[config.mk]
export PLATFORM = sky130hd
export DESIGN_NAME = fan_curve_with_decrease_holdoff
export DESIGN_NICKNAME = d
export VERILOG_FILES = /design/src/hw/rtl/fcdh_pkg.sv /design/src/hw/rtl/fcdh_div.sv /design/src/hw/rtl/fan_curve_with_decrease_holdoff.sv
export SDC_FILE = /design/constraint.sdc
export NUM_CORES = 1
export LEC_CHECK = 0
export ABC_AREA = 1
export BUFFER_PORTS_ARGS = -buffer_cell sky130_fd_sc_hd__buf_4
export CAP_MARGIN = 20
export CELL_PAD_IN_SITES_DETAIL_PLACEMENT = 1
export CELL_PAD_IN_SITES_GLOBAL_PLACEMENT = 1
export CORE_MARGIN = 8
export CORE_UTILIZATION = 52
export DETAILED_ROUTE_END_ITERATION = 12
export PLACE_DENSITY = 0.85
export SLEW_MARGIN = 20
export SYNTH_ARGS = -nofsm -noshare
export SYNTH_HDL_FRONTEND = slang
export SYNTH_SLANG_ARGS = --single-unit
[constraint.sdc]
create_clock -name clk -period 10.42 [get_ports clk]
set_input_delay 0.521 -clock clk [delete_from_list [all_inputs] [get_ports clk]]
set_output_delay 0.521 -clock clk [all_outputs]
set_load 0.05 [all_outputs]
[src/hw/rtl/fcdh_pkg.sv]
// fcdh_pkg: shared types and constants for the fan curve block
// holds the sequencer state type, register indexes and reset values
// no dependencies
package fcdh_pkg;

    localparam int DATA_W    = 8;
    localparam int PROD_W    = 2 * DATA_W;
    localparam int CFG_IDX_W = 3;
    localparam int DIV_CNT_W = 4;

    localparam logic [CFG_IDX_W-1:0] CFG_TEMP_LOW      = 3'd0;
    localparam logic [CFG_IDX_W-1:0] CFG_TEMP_HIGH     = 3'd1;
    localparam logic [CFG_IDX_W-1:0] CFG_DUTY_MIN      = 3'd2;
    localparam logic [CFG_IDX_W-1:0] CFG_DUTY_MAX      = 3'd3;
    localparam logic [CFG_IDX_W-1:0] CFG_HOLDOFF_LIMIT = 3'd4;

    localparam logic [DATA_W-1:0] TEMP_LOW_RST      = 8'd42;
    localparam logic [DATA_W-1:0] TEMP_HIGH_RST     = 8'd75;
    localparam logic [DATA_W-1:0] DUTY_MIN_RST      = 8'd45;
    localparam logic [DATA_W-1:0] DUTY_MAX_RST      = 8'd255;
    localparam logic [DATA_W-1:0] HOLDOFF_LIMIT_RST = 8'd6;
    localparam logic [DATA_W-1:0] LAST_DUTY_RST     = 8'd255;
    localparam logic [DATA_W-1:0] COUNT_SAT         = 8'd255;

    typedef enum logic [2:0] {
        ST_IDLE,
        ST_DECIDE,
        ST_MUL,
        ST_DIV_GO,
        ST_DIV_WAIT,
        ST_FINISH
    } state_t;

endpackage

[src/hw/rtl/fcdh_div.sv]
// fcdh_div: restoring divider, one quotient bit per cycle
// 16-bit dividend by 8-bit divisor, low 8 quotient bits returned
// depends on fcdh_pkg
module fcdh_div
(
    input  logic                          clk,
    input  logic                          rst_n,
    input  logic                          start,
    input  logic [fcdh_pkg::PROD_W-1:0]   numer,
    input  logic [fcdh_pkg::DATA_W-1:0]   denom,
    output logic                          done,
    output logic [fcdh_pkg::DATA_W-1:0]   quot
);

    logic                          busy_reg, busy_next;
    logic                          done_reg, done_next;
    logic [fcdh_pkg::DIV_CNT_W-1:0] cnt_reg, cnt_next;
    logic [fcdh_pkg::PROD_W-1:0]   num_reg, num_next;
    logic [fcdh_pkg::DATA_W-1:0]   rem_reg, rem_next;
    logic [fcdh_pkg::DATA_W-1:0]   den_reg, den_next;
    logic [fcdh_pkg::DATA_W:0]     trial;
    logic [fcdh_pkg::DATA_W:0]     diff;
    logic                          ge;

    assign trial = {rem_reg, num_reg[fcdh_pkg::PROD_W-1]};
    assign diff  = trial - {1'b0, den_reg};
    assign ge    = (trial >= {1'b0, den_reg});

    always_comb
    begin
        busy_next = busy_reg;
        done_next = 1'b0;
        cnt_next  = cnt_reg;
        num_next  = num_reg;
        rem_next  = rem_reg;
        den_next  = den_reg;
        if (start)
        begin
            busy_next = 1'b1;
            cnt_next  = '0;
            num_next  = numer;
            rem_next  = '0;
            den_next  = denom;
        end
        else if (busy_reg)
        begin
            num_next = {num_reg[fcdh_pkg::PROD_W-2:0], ge};
            rem_next = ge ? diff[fcdh_pkg::DATA_W-1:0] : trial[fcdh_pkg::DATA_W-1:0];
            cnt_next = cnt_reg + 1'b1;
            if (cnt_reg == {fcdh_pkg::DIV_CNT_W{1'b1}})
            begin
                busy_next = 1'b0;
                done_next = 1'b1;
            end
        end
    end

    always_ff @(posedge clk or negedge rst_n)
    begin
        if (!rst_n)
        begin
            busy_reg <= 1'b0;
            done_reg <= 1'b0;
            cnt_reg  <= '0;
        end
        else
        begin
            busy_reg <= busy_next;
            done_reg <= done_next;
            cnt_reg  <= cnt_next;
        end
    end

    always_ff @(posedge clk)
    begin
        num_reg <= num_next;
        rem_reg <= rem_next;
        den_reg <= den_next;
    end

    assign done = done_reg;
    assign quot = num_reg[fcdh_pkg::DATA_W-1:0];

endmodule

[src/hw/rtl/fan_curve_with_decrease_holdoff.sv]
// fan_curve_with_decrease_holdoff: fan duty from temperature with a decrease hold-off
// top level: sequencer, configuration registers and output register
// depends on fcdh_pkg and fcdh_div
//
// One temperature sample is taken per request while s_tready is high; the block
// then works on it alone and drops s_tready until done. A sample that does not
// trigger a recompute goes straight back to idle; one that lands outside the
// thresholds or on a zero span goes on to the finish state; one that falls on
// the sloped part of the curve passes through the multiply stage and the 16
// single-bit steps of the restoring divider. A new duty request is sent
// only when the duty changes; it waits in an output register, and the block
// stalls only if a second change is ready before the first one has been taken.
module fan_curve_with_decrease_holdoff
(
    input  logic                              clk,
    input  logic                              rst_n,
    input  logic                              s_tvalid,
    output logic                              s_tready,
    input  logic [fcdh_pkg::DATA_W-1:0]       s_tdata,   // [7:0] temperature
    output logic                              m_tvalid,
    input  logic                              m_tready,
    output logic [fcdh_pkg::DATA_W-1:0]       m_tdata,   // [7:0] duty
    input  logic                              cfg_we,
    input  logic [fcdh_pkg::CFG_IDX_W-1:0]    cfg_index,
    input  logic [fcdh_pkg::DATA_W-1:0]       cfg_data
);

    fcdh_pkg::state_t state_reg, state_next;

    logic [fcdh_pkg::DATA_W-1:0] temp_low_reg;
    logic [fcdh_pkg::DATA_W-1:0] temp_high_reg;
    logic [fcdh_pkg::DATA_W-1:0] duty_min_reg;
    logic [fcdh_pkg::DATA_W-1:0] duty_max_reg;
    logic [fcdh_pkg::DATA_W-1:0] holdoff_limit_reg;

    logic [fcdh_pkg::DATA_W-1:0] last_temp_reg;
    logic [fcdh_pkg::DATA_W-1:0] count_reg;
    logic [fcdh_pkg::DATA_W-1:0] last_duty_reg;
    logic                        out_valid_reg;

    logic [fcdh_pkg::DATA_W-1:0] temp_reg;
    logic [fcdh_pkg::DATA_W-1:0] duty_reg;
    logic [fcdh_pkg::DATA_W-1:0] out_data_reg;
    logic [fcdh_pkg::PROD_W-1:0] prod_reg;

    logic                        accept;
    logic                        recompute;
    logic                        rising_curve;
    logic [fcdh_pkg::DATA_W-1:0] span;
    logic [fcdh_pkg::DATA_W-1:0] offset;
    logic [fcdh_pkg::DATA_W-1:0] mag;
    logic                        changed;
    logic                        out_free;
    logic                        load_out;
    logic                        div_start;
    logic                        div_done;
    logic [fcdh_pkg::DATA_W-1:0] div_quot;

    assign accept       = s_tvalid && s_tready;
    assign recompute    = (temp_reg > last_temp_reg) || (count_reg >= holdoff_limit_reg);
    assign rising_curve = (duty_max_reg >= duty_min_reg);
    assign span         = temp_high_reg - temp_low_reg;
    assign offset       = temp_reg - temp_low_reg;
    assign mag          = rising_curve ? (duty_max_reg - duty_min_reg)
                                       : (duty_min_reg - duty_max_reg);
    assign changed      = (duty_reg != last_duty_reg);
    assign out_free     = !out_valid_reg || m_tready;
    assign load_out     = (state_reg == fcdh_pkg::ST_FINISH) && changed && out_free;

    fcdh_div u_div
    (
        .clk   (clk),
        .rst_n (rst_n),
        .start (div_start),
        .numer (prod_reg),
        .denom (span),
        .done  (div_done),
        .quot  (div_quot)
    );

    // next state
    always_comb
    begin
        state_next = state_reg;
        unique case (state_reg)
            fcdh_pkg::ST_IDLE:
            begin
                if (accept)
                    state_next = fcdh_pkg::ST_DECIDE;
            end
            fcdh_pkg::ST_DECIDE:
            begin
                priority if (!recompute)
                    state_next = fcdh_pkg::ST_IDLE;
                else if (temp_reg > temp_high_reg || temp_reg < temp_low_reg || span == '0)
                    state_next = fcdh_pkg::ST_FINISH;
                else
                    state_next = fcdh_pkg::ST_MUL;
            end
            fcdh_pkg::ST_MUL:
                state_next = fcdh_pkg::ST_DIV_GO;
            fcdh_pkg::ST_DIV_GO:
                state_next = fcdh_pkg::ST_DIV_WAIT;
            fcdh_pkg::ST_DIV_WAIT:
            begin
                if (div_done)
                    state_next = fcdh_pkg::ST_FINISH;
            end
            fcdh_pkg::ST_FINISH:
            begin
                if (!changed || out_free)
                    state_next = fcdh_pkg::ST_IDLE;
            end
            default:
                state_next = fcdh_pkg::ST_IDLE;
        endcase
    end

    // outputs
    always_comb
    begin
        s_tready  = 1'b0;
        div_start = 1'b0;
        unique case (state_reg)
            fcdh_pkg::ST_IDLE:     s_tready  = 1'b1;
            fcdh_pkg::ST_DIV_GO:   div_start = 1'b1;
            fcdh_pkg::ST_DECIDE,
            fcdh_pkg::ST_MUL,
            fcdh_pkg::ST_DIV_WAIT,
            fcdh_pkg::ST_FINISH:   s_tready  = 1'b0;
            default:               s_tready  = 1'b0;
        endcase
    end

    always_ff @(posedge clk or negedge rst_n)
    begin
        if (!rst_n)
        begin
            state_reg         <= fcdh_pkg::ST_IDLE;
            temp_low_reg      <= fcdh_pkg::TEMP_LOW_RST;
            temp_high_reg     <= fcdh_pkg::TEMP_HIGH_RST;
            duty_min_reg      <= fcdh_pkg::DUTY_MIN_RST;
            duty_max_reg      <= fcdh_pkg::DUTY_MAX_RST;
            holdoff_limit_reg <= fcdh_pkg::HOLDOFF_LIMIT_RST;
            last_temp_reg     <= '0;
            count_reg         <= '0;
            last_duty_reg     <= fcdh_pkg::LAST_DUTY_RST;
            out_valid_reg     <= 1'b0;
        end
        else
        begin
            state_reg <= state_next;

            if (cfg_we)
            begin
                unique case (cfg_index)
                    fcdh_pkg::CFG_TEMP_LOW:      temp_low_reg      <= cfg_data;
                    fcdh_pkg::CFG_TEMP_HIGH:     temp_high_reg     <= cfg_data;
                    fcdh_pkg::CFG_DUTY_MIN:      duty_min_reg      <= cfg_data;
                    fcdh_pkg::CFG_DUTY_MAX:      duty_max_reg      <= cfg_data;
                    fcdh_pkg::CFG_HOLDOFF_LIMIT: holdoff_limit_reg <= cfg_data;
                    default:                     ;
                endcase
            end

            if (state_reg == fcdh_pkg::ST_DECIDE)
            begin
                if (recompute)
                begin
                    count_reg     <= '0;
                    last_temp_reg <= temp_reg;
                end
                else if (count_reg != fcdh_pkg::COUNT_SAT)
                begin
                    count_reg <= count_reg + 1'b1;
                end
            end

            if (load_out)
            begin
                last_duty_reg <= duty_reg;
                out_valid_reg <= 1'b1;
            end
            else if (m_tready)
            begin
                out_valid_reg <= 1'b0;
            end
        end
    end

    // datapath, no reset
    always_ff @(posedge clk)
    begin
        if (accept)
            temp_reg <= s_tdata;

        if (state_reg == fcdh_pkg::ST_DECIDE)
        begin
            priority if (temp_reg > temp_high_reg)
                duty_reg <= duty_max_reg;
            else if (temp_reg < temp_low_reg)
                duty_reg <= duty_min_reg;
            else
                duty_reg <= duty_max_reg;
        end
        else if (state_reg == fcdh_pkg::ST_DIV_WAIT && div_done)
        begin
            duty_reg <= rising_curve ? (duty_min_reg + div_quot) : (duty_min_reg - div_quot);
        end

        if (state_reg == fcdh_pkg::ST_MUL)
            prod_reg <= fcdh_pkg::PROD_W'(offset) * fcdh_pkg::PROD_W'(mag);

        if (load_out)
            out_data_reg <= duty_reg;
    end

    assign m_tvalid = out_valid_reg;
    assign m_tdata  = out_data_reg;

endmodule

==> impl_metrics.toml, run 1 <==
[detailed_routing]
routed.top_layer = "met4"
wl_um = 28880
wl_met1_um = 12710
first_iter_violations = 476
drcViolationCount = 0
firstDrtPassIters = 5
wl_met3_um = 734
via_count = 8591
wl_per_cell_um = 18.28
wl_met2_um = 14830
antenna_left = 0
via_per_inst = 5.437

[critical_path]
crit_top_cell = "fa_1"
ff2ff_path_depth = 24
end_kind = "register"
crit_required_ps = 10600
critPathTopFamily = "adder cells"
timing.rr.start = "duty_min_reg[0]"
r2r_end = "prod_reg[13]"
slowest_stage = "dfstp_2"
reg2reg_slack_ps = 4120
cp_max_fo = 12
slowest_delay_ps = 580
path_cells = "ha_1 > inv_1 > fa_1 > inv_1 > o21ai_2 > o21ai_2 > nand2_2 > inv_2 > o21ai_0 > nand2_1 > nor2_1 > fa_1 > fa_1 > inv_1 > fa_1 > fa_1 > inv_1 > ha_1 > a21oi_1 > nand2_1 > a21boi_0 > o21ai_0 > a31oi_1 > xor2_1"
cp.arrival_ps = 6490
start_kind = "register"
criticalPathCategory = "reg -> reg"
cp.buffers_inverters = 5

[sta]
fmax_mhz = 158.6
timing.final.crit_share = 0.6049
period_minus_slack_ps = 6303
hold_viol_final = 0
fin_skew_ps = 13.66
tightestPinTransition_ps = 997.5
fin_tns_setup_ps = 0
slew_headroom = 0.3350
drv_slew = 0
finalSetupViolCount = 0
rsz0062_at_grt = "no"

[global_route]
antenna_found_initial = 0
grt_max_degree = 75
grt_pass1_wl_um = 48100
grt_use_total = 0.2341
overflow = 0
grt_pass1_vias = 9232

[outcome]
outcome = "complete, no violations"

[cts]
insertion_delay_ps = 440
cts_resized = 0
cts-root-buf = "clkbuf_16"
cts_buffer_depth = 2
h-tree-depth = 4
numCtsBuffers = 17
postCtsHoldBufs = 0
numClockSinks = 146
cts_setup_buffers = 0
cts_tree = "built"
path_clk_slew_ps = 70

[floorplan]
die_y_um = 158.8
die-width_um = 158.8
initial_core_util = 0.5274
rows = 52
core_um2 = 20100
die-area_um2 = 25220
ios = 34

[synth]
synth_warnings = 0
yosysUniqueCellTypes = 48
async_reset_ff_frac = 0.5068
netlist_area_um2 = 10600
syn_inst = 1260
synth_nets = 1434
synth_edf_count = 64
ys_top_cells_by_area = "edfxtp_1 18%, ha_1 13%, dfrtp_1 11%"
ys_seq_area_frac = 0.3744
syn_avg_cell_area_um2 = 8.416
synth_top_area_frac = 0.1812
synth_top_flop_cell = "edfxtp_1"
synth_top_area_cell = "edfxtp_1"
synth-seq-cells = 146

[finish]
synthToLayoutAreaGrowth_pct = 10.56
multi_input_area_um2 = 5732
layout.nets = 1471
nFillCells = 2404
seqCellArea_um2 = 3970
n_antenna_cell = 0
layout-drive-gt1-share = 0.09542

[run]
cap_viol_max_count = 0

[hold_path]
hp-class = "in -> async"

[placement]
dp_hpwl_um = 21360
gp_congestion = 0.8612
portBuffers = 33
==> cell families (layout without fill, tap and decap cells) <==
family                   count (synthesis)  in the layout  share of synthesized area
AO/OA/AOI/OAI                          173            173                    0.09003
XOR/XNOR                                56             56                    0.04625
adder cells (fa/ha/maj)                150            150                     0.2067
buffers and inverters                  238            288                    0.08720
flip-flops                             146            146                     0.3744
multiplexers                             1              1                  0.0009440
AND/OR/NAND/NOR                        496            496                     0.1945
==> synth_stat cells, drive strengths merged (2+ instances only) <==
cell type,count
nor3,16
or2,3
nand2,288
nand3b,9
o22ai,3
nor2,123
a31oi,5
ha,108
o21ai,92
clkbuf,10
a21boi,2
dfrtp,45
inv,219
edfxtp,64
o21bai,2
dfstp,29
xnor2,20
a21oi,56
fa,42
nand4,8
buf,9
xor2,36
nand3,48
o221ai,2
dfxtp,8
a21o,4
o21a,2
==> per-stage QoR <==
stage	utilization	hold slack [ps]	setup slack [ps]	instance area [um2]	std cells
global route	0.5831	250.4	3709	11720	1580
CTS	0.5825	251.7	4164	11710	1580
floorplan	-	225.4	4744	10600	1260
finish	0.5831	238.0	4117	11720	1580
detailed placement	0.5536	462.2	4188	11130	1548
global placement	0.5536	452.2	4452	11130	1548
==> worst max path at each step <==
stage	start	endpoint	depth (start not counted)
after floorplan	duty_min_reg[0]	prod_reg[14]	25
after global placement	duty_min_reg[0]	prod_reg[14]	26
after detailed placement	duty_min_reg[0]	prod_reg[13]	24
after CTS	duty_min_reg[0]	prod_reg[13]	24
after global routing	duty_min_reg[0]	prod_reg[13]	24
final	duty_min_reg[0]	prod_reg[13]	24
==> layout by cell type (no fill, tap or decap), drive strengths merged, types with 4 or more instances in the layout <==
cell    netlist  final
nand2       288    288
inv         219    230
nor2        123    123
ha          108    108
o21ai        92     92
edfxtp       64     64
a21oi        56     56
nand3        48     48
dfrtp        45     45
fa           42     42
buf           9     37
xor2         36     36
dfstp        29     29
xnor2        20     20
clkbuf       10     17
nor3         16     16
nand3b        9      9
nand4         8      8
dfxtp         8      8
a31oi         5      5
a21o          4      4
clkinv        0      4
==> per-layer routing <==
metal,global-route usage,vias up
li1,-,4102
met1,0.2893,4299
met2,0.4130,145
met3,0.03516,45
met4,0.07316,0
met5,0,-
==> layout make-up <==
cell class | instances | share of cell area
Inverter | 219 | 0.07033
Multi-Input combinational cell | 876 | 0.4889
Tap cell | 270 | 0.02882
Timing Repair Buffer | 37 | 0.02369
Clock buffer | 17 | 0.03629
Sequential cell | 146 | 0.3386
Clock inverter | 15 | 0.01334
Power of run 1 is left out: the tool's default activity adds up to more than one toggle a clock period on the data nets, which glitch-free logic cannot reach.
==> run 2: changes to the inputs <==
CORE_UTILIZATION = 44   (was 52)
PLACE_DENSITY = 0.76   (was 0.85)
clock period = 5.4 ns   (was 10.42 ns; I/O delays follow)
==> run 2 against run 1 <==
Final area increased by 12%. Worst setup slack got worse by 4300 ps. Routed wire length increased by 8.5%. Die area increased by 16%. Largest cell class unchanged. The run now ends with negative setup slack left. Clock-buffer cell count increased by 3. Core utilization decreased by 3.7 points.
==> impl_metrics.toml, run 2 (same netlist as run 1, synthesis figures left out) <==
[outcome]
outcome = "complete, but fails checks"
violations = "negative setup slack"

[floorplan]
core_um2 = 23960
initial_core_util = 0.4425
die-area_um2 = 29320
rows = 57
ios = 34
die_y_um = 171.2
die-width_um = 171.2

[finish]
layout_common_cells = "264 x nand2_1, 201 x inv_1, 141 x buf_4"
final_common_cell = "nand2_1"
synthToLayoutAreaGrowth_pct = 23.53
layout.nets = 1576
layout-drive-gt1-share = 0.2261
multi_input_area_um2 = 6211
seqCellArea_um2 = 3971
n_antenna_cell = 0
layout.cells.non_filler = 1739
nFillCells = 2867

[cts]
insertion_delay_ps = 430
numClockSinks = 146
cts-root-buf = "clkbuf_16"
numCtsBuffers = 17
path_clk_slew_ps = 70
h-tree-depth = 4
cts_tree = "built"
cts_buffer_depth = 2

[detailed_routing]
via_per_inst = 5.159
firstDrtPassIters = 4
via_count = 8971
first_iter_violations = 494
wl_per_cell_um = 18.01
antenna_left = 0
wl_um = 31320
drcViolationCount = 0

[global_route]
grt_use_total = 0.2160
grt_pass1_wl_um = 49960
grt_pass1_vias = 9798
antenna_found_initial = 0
overflow = 0
grt_max_degree = 62

[placement]
dp_hpwl_um = 22740
gp_congestion = 0.8873
portBuffers = 33
post-place-cells = 1679

[hold_path]
hp-class = "in -> reg"

[sta]
timing.final.crit_share = 1.042
drv_slew = 0
fmax_mhz = 177.8
finalSetupViolCount = 7
rsz0062_at_grt = "yes"
tightestPinTransition_ps = 836.4
worst_slack_ps = -224.9
hold_viol_final = 0
period_minus_slack_ps = 5625
slew_headroom = 0.4403
fin_skew_ps = 17.45

[critical_path]
cp.arrival_ps = 5790
cp_max_fo = 8
criticalPathCategory = "reg -> reg"
crit_required_ps = 5570
end_kind = "register"
start_kind = "register"

[run]
cap_viol_max_count = 0
## run 2: cell count changes in the layout (fill, tap and decap cells not counted), moves of 11 or more
cell and delta:
nor2_2 +11, nor2_1 -14, nand2_1 -17, nand2_2 +11
ha_4 +14, buf_4 +104, inv_1 -12, ha_1 -14
## run 2: layout make-up
type,instances,area share
Clock buffer,20,0.03572
Tap cell,324,0.03095
Inverter,219,0.06362
Timing Repair Buffer,142,0.08157
Clock inverter,12,0.01079
Sequential cell,146,0.3032
Multi-Input combinational cell,876,0.4742
## run 2: timing repair
action / 4_1_cts / 5_1_grt
resized for setup: 57 / 53
pin swaps: 40 / 39
setup endpoints to repair: 9 / 8
hold endpoints to repair: 13 / 0
hold buffers: 1 / 0
setup buffers: 17 / 13
gates cloned: 0 / 0
## run 2: path summary, 6_finish.rpt
check                                  from               end  slack, ps  cells after the start
setup / recovery            duty_min_reg[0]      prod_reg[13]       -220                     25
max in group asynchronous             rst_n  last_temp_reg[1]       4050                      3
hold / removal                     m_tready          m_tvalid         20                      2
min in group asynchronous             rst_n   duty_min_reg[6]        250                      2
hold reg to reg            u_div.rem_reg[3]  u_div.rem_reg[3]        470                      2
setup reg to reg            duty_min_reg[0]      prod_reg[13]       -220                     25
## run 2: stage by stage
step                instance area [um2]    util  setup TNS [ps]  worst slack [ps]  hold WS (ps)
floorplan                         10660       -               0             2.180        -25.59
global placement                  11830  0.4935          -201.5            -66.41         141.8
detailed placement                11830  0.4935           -1140            -247.8         140.0
CTS                               12780  0.5335               0             15.50         6.728
global route                      13100  0.5466           -2056            -404.7         3.367
finish                            13100  0.5466          -699.4            -224.9         22.09
## run 2: layer usage
| layer | global-route usage | up-vias | share of wire |
|---|---|---|---|
| met5 | 0 | - | 0 |
| met4 | 0.06389 | 0 | 0.026 |
| met3 | 0.03121 | 64 | 0.030 |
| met2 | 0.3898 | 141 | 0.51 |
| met1 | 0.2631 | 4454 | 0.43 |
| li1 | - | 4312 | - |
## run 2: worst max-delay path, cell delays in order (launching register included)
cell and delay, ps:
dfstp_2 560, ha_4 140, inv_2 40, fa_2 390
inv_2 90, o21ai_4 70, o21ai_4 190, nand2_4 130
nand2_4 90, nand2_4 60, or2_1 240, fa_1 500
fa_1 580, inv_2 60, fa_1 530, inv_2 50
fa_1 510, inv_2 50, ha_4 300, buf_4 130
nand2_4 50, inv_2 70, a21boi_4 60, o21ai_2 170
a31oi_1 120, xor2_1 180
Power of run 2 is left out for the same reason.
